File: src/reiq_pkg.sv
// ----------------------------------------------------------------------------
// reiq_pkg: shared types and constants for the rotary encoder qualifier
// Request payload types, request kinds, gesture codes, register indexes and
// configuration reset values.
// ----------------------------------------------------------------------------
`default_nettype none

package reiq_pkg;

  localparam int unsigned CountWidthDef = 16;
  localparam int unsigned StepWidth     = 20;
  localparam int unsigned CfgIdxWidth   = 3;
  localparam int unsigned CfgDataWidth  = 16;

  // Request kinds.
  localparam logic [2:0] KIND_EDGE       = 3'd0;
  localparam logic [2:0] KIND_FALL       = 3'd1;
  localparam logic [2:0] KIND_POLL       = 3'd2;
  localparam logic [2:0] KIND_READ_EVENT = 3'd3;
  localparam logic [2:0] KIND_READ_STEP  = 3'd4;

  // Gesture codes.
  localparam logic [1:0] GEST_NONE   = 2'd0;
  localparam logic [1:0] GEST_SHORT  = 2'd1;
  localparam logic [1:0] GEST_LONG   = 2'd2;
  localparam logic [1:0] GEST_DOUBLE = 2'd3;

  // Configuration register indexes.
  localparam logic [CfgIdxWidth-1:0] REG_DEBOUNCE     = 3'd0;
  localparam logic [CfgIdxWidth-1:0] REG_LONG_PRESS   = 3'd1;
  localparam logic [CfgIdxWidth-1:0] REG_DOUBLE_CLICK = 3'd2;
  localparam logic [CfgIdxWidth-1:0] REG_ACCEL_THRESH = 3'd3;
  localparam logic [CfgIdxWidth-1:0] REG_ACCEL_MULT   = 3'd4;

  localparam logic [15:0] DebounceRst    = 16'd20;
  localparam logic [15:0] LongPressRst   = 16'd1000;
  localparam logic [15:0] DoubleClickRst = 16'd300;
  localparam logic [14:0] AccelThreshRst = 15'd50;
  localparam logic [4:0]  AccelMultRst   = 5'd4;

  typedef struct packed {
    logic [2:0]  kind;
    logic        phase_a;
    logic        phase_b;
    logic        button_high;
    logic [31:0] now_ms;
  } in_item_t;

  typedef struct packed {
    logic [1:0]                  gesture;
    logic signed [StepWidth-1:0] step_value;
  } out_item_t;

endpackage : reiq_pkg

`default_nettype wire

File: src/rotary_encoder_input_qualifier_core.sv
// ----------------------------------------------------------------------------
// Rotary encoder input qualifier
// Qualifies encoder edges and button events into a saturating rotation count
// and click gestures, and answers read requests for gestures and steps.
// ----------------------------------------------------------------------------
// A result is registered into out_data_o, or into the skid entry while the
// output is stalled. One request per cycle while in_stall_o is low, as all
// state updates are done in a single pass from the request to the state and
// result registers. A two-entry output buffer accepts while one result waits.
// Reset clears the count, timestamps, button and gesture state, and loads the
// configuration registers with their default values.
`default_nettype none

module rotary_encoder_input_qualifier_core
  import reiq_pkg::*;
#(
  parameter int unsigned CountWidth = CountWidthDef
) (
  input  wire logic                    clk_i,
  input  wire logic                    rst_ni,
  input  wire logic                    in_valid_i,
  output      logic                    in_stall_o,
  input  wire in_item_t                in_data_i,
  output      logic                    out_valid_o,
  input  wire logic                    out_stall_i,
  output      out_item_t               out_data_o,
  input  wire logic                    cfg_valid_i,
  output      logic                    cfg_ready_o,
  input  wire logic [CfgIdxWidth-1:0]  cfg_index_i,
  input  wire logic [CfgDataWidth-1:0] cfg_data_i
);

  localparam int unsigned MagWidth  = (CountWidth + 1 > 16) ? CountWidth + 1 : 16;
  localparam int unsigned ProdWidth = CountWidth + 6;
  localparam int unsigned SatWidth  = (ProdWidth > StepWidth + 1) ? ProdWidth : StepWidth + 1;

  localparam logic signed [CountWidth-1:0] CountMax = {1'b0, {(CountWidth-1){1'b1}}};
  localparam logic signed [CountWidth-1:0] CountMin = {1'b1, {(CountWidth-1){1'b0}}};
  localparam logic signed [SatWidth-1:0] StepMax =
    SatWidth'({1'b0, {(StepWidth-1){1'b1}}});
  localparam logic signed [SatWidth-1:0] StepMin =
    -StepMax - SatWidth'(1);

  // Configuration registers.
  logic [15:0] debounce_q, long_press_q, double_click_q;
  logic [14:0] accel_thresh_q;
  logic [4:0]  accel_mult_q;

  // Qualifier state.
  logic signed [CountWidth-1:0] count_q, count_d;
  logic [31:0] last_edge_q, last_edge_d;
  logic [31:0] press_start_q, press_start_d;
  logic        held_q, held_d;
  logic [31:0] last_click_q, last_click_d;
  logic        click_pend_q, click_pend_d;
  logic [1:0]  pend_gest_q, pend_gest_d;
  logic        gest_ready_q, gest_ready_d;

  // Output buffer.
  logic      out_valid_q, skid_valid_q;
  out_item_t out_q, skid_q;
  out_item_t res;

  logic accept;
  logic out_free;

  logic [31:0]                  dur, since_click;
  logic [MagWidth-1:0]          mag;
  logic signed [ProdWidth-1:0]  prod;
  logic signed [SatWidth-1:0]   prod_ext;
  logic signed [SatWidth-1:0]   step_sel;
  logic signed [StepWidth-1:0]  step;

  assign cfg_ready_o = 1'b1;
  assign in_stall_o  = skid_valid_q;
  assign accept      = in_valid_i && !skid_valid_q;
  assign out_free    = !out_valid_q || !out_stall_i;
  assign out_valid_o = out_valid_q;
  assign out_data_o  = out_q;

  always_ff @(posedge clk_i or negedge rst_ni) begin
    if (!rst_ni) begin
      debounce_q     <= DebounceRst;
      long_press_q   <= LongPressRst;
      double_click_q <= DoubleClickRst;
      accel_thresh_q <= AccelThreshRst;
      accel_mult_q   <= AccelMultRst;
    end else if (cfg_valid_i && cfg_ready_o) begin
      unique case (cfg_index_i)
        REG_DEBOUNCE:     debounce_q     <= cfg_data_i;
        REG_LONG_PRESS:   long_press_q   <= cfg_data_i;
        REG_DOUBLE_CLICK: double_click_q <= cfg_data_i;
        REG_ACCEL_THRESH: accel_thresh_q <= cfg_data_i[14:0];
        REG_ACCEL_MULT:   accel_mult_q   <= cfg_data_i[4:0];
        default: ;
      endcase
    end
  end

  // Step value: magnitude test, multiply, then clamp to the step range.
  always_comb begin
    if (count_q < 0) begin
      mag = MagWidth'(-($signed({count_q[CountWidth-1], count_q})));
    end else begin
      mag = MagWidth'(count_q);
    end
    prod     = $signed({{6{count_q[CountWidth-1]}}, count_q}) *
               $signed({{(ProdWidth-5){1'b0}}, accel_mult_q});
    prod_ext = SatWidth'(prod);
    if (mag > MagWidth'(accel_thresh_q)) begin
      step_sel = prod_ext;
    end else begin
      step_sel = $signed({{(SatWidth-CountWidth){count_q[CountWidth-1]}}, count_q});
    end
    // A wide count can exceed the step range even without multiplication.
    if (step_sel > StepMax) begin
      step = StepMax[StepWidth-1:0];
    end else if (step_sel < StepMin) begin
      step = StepMin[StepWidth-1:0];
    end else begin
      step = step_sel[StepWidth-1:0];
    end
  end

  always_comb begin
    count_d        = count_q;
    last_edge_d    = last_edge_q;
    press_start_d  = press_start_q;
    held_d         = held_q;
    last_click_d   = last_click_q;
    click_pend_d   = click_pend_q;
    pend_gest_d    = pend_gest_q;
    gest_ready_d   = gest_ready_q;
    res.gesture    = GEST_NONE;
    res.step_value = '0;
    dur            = in_data_i.now_ms - press_start_q;
    since_click    = '0;

    unique case (in_data_i.kind)
      KIND_EDGE: begin
        if (in_data_i.now_ms != last_edge_q) begin
          if (in_data_i.phase_a == in_data_i.phase_b) begin
            if (count_q != CountMax) count_d = count_q + CountWidth'(1);
          end else begin
            if (count_q != CountMin) count_d = count_q - CountWidth'(1);
          end
          last_edge_d = in_data_i.now_ms;
        end
      end
      KIND_FALL: begin
        if (!held_q) begin
          held_d        = 1'b1;
          press_start_d = in_data_i.now_ms;
        end
      end
      KIND_POLL: begin
        if (held_q && in_data_i.button_high) begin
          held_d = 1'b0;
          since_click = in_data_i.now_ms - last_click_q;
          if (dur < {16'd0, debounce_q}) begin
            click_pend_d = 1'b0;
          end else if (dur >= {16'd0, long_press_q}) begin
            pend_gest_d  = GEST_LONG;
            gest_ready_d = 1'b1;
            click_pend_d = 1'b0;
          end else if (click_pend_q && since_click < {16'd0, double_click_q}) begin
            pend_gest_d  = GEST_DOUBLE;
            gest_ready_d = 1'b1;
            click_pend_d = 1'b0;
          end else begin
            click_pend_d = 1'b1;
            last_click_d = in_data_i.now_ms;
          end
        end
        // The timeout check sees the updated click state; a bounce release
        // has already cleared click_pend_d, so it never fires there.
        if (click_pend_d &&
            (in_data_i.now_ms - last_click_d) > {16'd0, double_click_q}) begin
          pend_gest_d  = GEST_SHORT;
          gest_ready_d = 1'b1;
          click_pend_d = 1'b0;
        end
      end
      KIND_READ_EVENT: begin
        if (gest_ready_q) begin
          res.gesture  = pend_gest_q;
          pend_gest_d  = GEST_NONE;
          gest_ready_d = 1'b0;
        end
      end
      KIND_READ_STEP: begin
        res.step_value = step;
        count_d        = '0;
      end
      default: ;
    endcase
  end

  always_ff @(posedge clk_i or negedge rst_ni) begin
    if (!rst_ni) begin
      count_q       <= '0;
      last_edge_q   <= '0;
      press_start_q <= '0;
      held_q        <= 1'b0;
      last_click_q  <= '0;
      click_pend_q  <= 1'b0;
      pend_gest_q   <= GEST_NONE;
      gest_ready_q  <= 1'b0;
    end else if (accept) begin
      count_q       <= count_d;
      last_edge_q   <= last_edge_d;
      press_start_q <= press_start_d;
      held_q        <= held_d;
      last_click_q  <= last_click_d;
      click_pend_q  <= click_pend_d;
      pend_gest_q   <= pend_gest_d;
      gest_ready_q  <= gest_ready_d;
    end
  end

  // The skid entry holds a result that arrived while the output was stalled.
  always_ff @(posedge clk_i or negedge rst_ni) begin
    if (!rst_ni) begin
      out_valid_q  <= 1'b0;
      skid_valid_q <= 1'b0;
    end else if (out_free) begin
      if (skid_valid_q) begin
        out_valid_q  <= 1'b1;
        skid_valid_q <= 1'b0;
      end else begin
        out_valid_q <= accept;
      end
    end else if (accept) begin
      skid_valid_q <= 1'b1;
    end
  end

  always_ff @(posedge clk_i) begin
    if (out_free) begin
      if (skid_valid_q) begin
        out_q <= skid_q;
      end else if (accept) begin
        out_q <= res;
      end
    end else if (accept) begin
      skid_q <= res;
    end
  end

  assert property (@(posedge clk_i) disable iff (!rst_ni)
    skid_valid_q |-> out_valid_q)
    else $error("skid entry occupied while output register is empty");

  assert property (@(posedge clk_i) disable iff (!rst_ni)
    accept && in_data_i.kind == KIND_READ_STEP |=> count_q == '0)
    else $error("rotation count not cleared by a step read");

  assert property (@(posedge clk_i) disable iff (!rst_ni)
    !gest_ready_q |-> pend_gest_q == GEST_NONE)
    else $error("pending gesture held without ready flag");

  assert property (@(posedge clk_i) disable iff (!rst_ni)
    $fell(held_q) |-> $past(accept && in_data_i.kind == KIND_POLL))
    else $error("button hold released outside a poll");

endmodule : rotary_encoder_input_qualifier_core

`default_nettype wire
File: config.mk
export PLATFORM = sky130hd
export DESIGN_NAME = rotary_encoder_input_qualifier_core
export DESIGN_NICKNAME = d
export VERILOG_FILES = /design/src/reiq_pkg.sv /design/src/rotary_encoder_input_qualifier_core.sv
export SDC_FILE = /design/constraint.sdc
export NUM_CORES = 1
export LEC_CHECK = 0
export BUFFER_PORTS_ARGS = -buffer_cell sky130_fd_sc_hd__clkbuf_2
export CAP_MARGIN = 5
export CORE_UTILIZATION = 50
export CTS_CLUSTER_DIAMETER = 120
export CTS_CLUSTER_SIZE = 30
export DETAILED_ROUTE_END_ITERATION = 12
export GPL_TIMING_DRIVEN = 1
export PLACE_DENSITY = 0.64
export SLEW_MARGIN = 20
export SYNTH_ARGS = -nofsm -noshare
export SYNTH_HDL_FRONTEND = slang
export SYNTH_SLANG_ARGS = --single-unit
File: constraint.sdc
create_clock -name clk_i -period 11.85 [get_ports clk_i]
set_clock_uncertainty 0.2 [all_clocks]
set_input_delay 1.185 -clock clk_i [delete_from_list [all_inputs] [get_ports clk_i]]
set_output_delay 1.185 -clock clk_i [all_outputs]
set_load 0.01 [all_outputs]
==> reports/results.ini <==
[status]
status = finished with violations
violations = DRC

[sta]
period_needed_ps = 11030
hold_viol = 0
worst_slew_pin_slew_ps = 1100
fmax_mhz = 90.7
timing.hold.ws_ps = 301
setup_tns_ps = 0
rsz0062_at_grt = false
period_share = 0.931
slew_violations = 0
worst_slack_ps = 823
maxSlewHeadroom = 0.262
finalSetupViolCount = 0

[clock_network]
clockRootBuffer = clkbuf_16
cts_tree = done
clock_path_buffers = 3
post_cts_resize_count = 0
ctsHoldBuffers = 0
cts_max_level = 1
cts_buffers = 13
clock_sinks = 231
insertion_delay_ps = 520
clkTransAtPathRegs_ps = 120
cts_setup_buffers = 0

[floorplan]
dieArea_um2 = 42800
pin_count = 87
core-area_um2 = 41100
die_y_um = 207
num_rows = 74
die_w_um = 207
initial_utilization = 0.511

[critical_path]
rrSetupSlack_ps = 1300
cpPeakStageDelay_ps = 550
crit_type = primary input to flop
cp-end-kind = flop
worstSetupStartpointType = primary input
reg2reg_depth = 43
crit_end = gest_ready_q
critPathSlowestCell = or4_1
worstReg2RegStart = last_click_q[6]
critPathArrivalTime_ps = 11250
crit_start = in_data_i[6]
cp.required_ps = 12070
r2r-end = gest_ready_q
crit_path_max_fanout = 16

[synthesis]
ys_top_cells_by_area = dfrtp_1, ha_1, edfxtp_1
synth_compound_area_frac = 0.185
synth_mux_area_frac = 0.0867
synthArstFlopShare = 0.810
yosysWarnings = 0
synth_edf_count = 44
yosysUniqueCellTypes = 85
yosys.area_share.xor_xnor = 0.0572
ys_ff_latch = 231
netlist_area_um2 = 21000
synth_top_family_by_area = adder cells
synth-simple-area-share = 0.146
netlist.area_leader.share = 0.204
yosys.area.top_type = dfrtp_1
avgSynthCellArea_um2 = 9.04
synth_nets = 2666
syn_inst = 2322
ys.flop_type = dfrtp_1
synth_seq_area_share = 0.287
synth-adder-area-share = 0.187

[power_and_ir_drop]
p_per_area_nw_per_um2 = 212
peakVddDrop_mv = 0.129
cellLeakagePower_nw = 10.3
total_power_mw = 4.73

[cells_and_area]
num-nets-final = 2703
stdcell_area_um2 = 22300
area_growth_pct = 6.36
drive_gt1_frac = 0.113

[route]
via_per_inst = 5.94
drc = 2
wl_per_cell_um = 20.0
dr.pass1.iters = 9
num_vias = 17200
drt_iter0_drc = 879
ant_nets = 0
drt-total-wl_um = 58100

[placed_design]
placed_area_um2 = 21900
place.gp.congestion = 0.939
pre_cts_ws_ps = 469
port_buffers = 85
hpwl_um = 46000

[global_route]
track_usage = 0.275
grt_pass1_wl_um = 92100
grt_pass1_vias = 17000
antenna_found_initial = 1
grt_max_degree = 111
grt_overflow = 0

[worst_hold_path]
hold_class = flop to flop
whs_path_depth = 2

[run]
cap_violations = 0

==> cells by family after synthesis <==
kind of cell | after synthesis
other cells | 1
xor+xnor | 135
fa+ha+maj | 282
simple gates | 633
compound gates | 598
flops | 231
mux | 166
buf+inv | 276
==> state kept, by name, summed over array words and instances (netlist names), 2 cells and up <==
name / flops
count_q: 16
debounce_q: 16
accel_thresh_q: 15
skid_q: 22
double_click_q: 16
last_click_q: 32
long_press_q: 16
last_edge_q: 32
pend_gest_q: 2
accel_mult_q: 5
press_start_q: 32
out_data_o: 22
==> cell usage after synthesis (all sizes together), types with 25 or more instances <==
cell type    n
nand3       34
and2        61
nand2b      25
xnor2       60
inv        193
o21ai      143
dfrtp      171
a21oi      154
nor2       112
o21a        30
edfxtp      44
ha         229
nor3        32
a21o        60
mux2i       40
xor2        75
nand2      232
fa          53
clkbuf      72
mux2       126
==> layout by cell type (no fill, tap or decap), drive strengths merged, types with 75 or more instances in the layout <==
cell	synthesis	layout
o21ai	143	143
nor2	112	112
a21oi	154	154
dfrtp	171	171
inv	193	196
nand2	232	232
mux2	126	126
clkbuf	72	102
xor2	75	75
ha	229	229
==> worst max-delay path: cells and delay by family <==
family | cells | cell delay [ps]
AOI/OAI and AO/OA | 23 | 5490
xor gates and xnor gates | 2 | 270
adders and majority gates | 4 | 1380
buffers and inverters | 4 | 910
and+or+nand+nor | 10 | 1980
==> power by group <==
part	switching [mW]	total (mW)	internal, mW
clock	0.287	0.509	0.222
sequential	0.187	1.17	0.984
combinational	1.75	3.05	1.29
total	2.23	4.73	2.50
==> through the flow <==
stage / util / cells
5_1_grt: 0.543 / 2898
6_report: 0.543 / 2899
3_3_place_gp: 0.533 / 2876
4_1_cts: 0.543 / 2897
3_5_place_dp: 0.533 / 2876
2_1_floorplan: - / 2322
==> routing by layer <==
metal / track usage / wire (µm) / vias up / part of all wire
met5: 0 / 0 / - / 0
met1: 0.353 / 25600 / 8459 / 0.44
met3: 0.0199 / 1600 / 72 / 0.028
met4: 0.0746 / 1650 / 0 / 0.028
li1: - / - / 8364 / -
met2: 0.496 / 29200 / 327 / 0.50
==> final cells by class <==
cell class	count	area, µm²
inverter	193	724
multi-input combinational	1815	13900
fill	3925	18800
tap	532	666
clock inverter	4	31.3
timing repair buffer	105	588
antenna	2	5.00
sequential	231	6020
clock buffer	17	360
==> worst min-delay path by stage <==
stage / from / to / slack, ps
3_3_place_gp: press_start_q[0] / press_start_q[0] / 280
4_1_cts: press_start_q[1] / press_start_q[1] / 310
2_1_floorplan: press_start_q[1] / press_start_q[1] / 250
5_1_grt: press_start_q[26] / press_start_q[26] / 320
6_report: press_start_q[0] / press_start_q[0] / 300
3_5_place_dp: press_start_q[1] / press_start_q[1] / 280
Power figures use the tool's default switching activity.
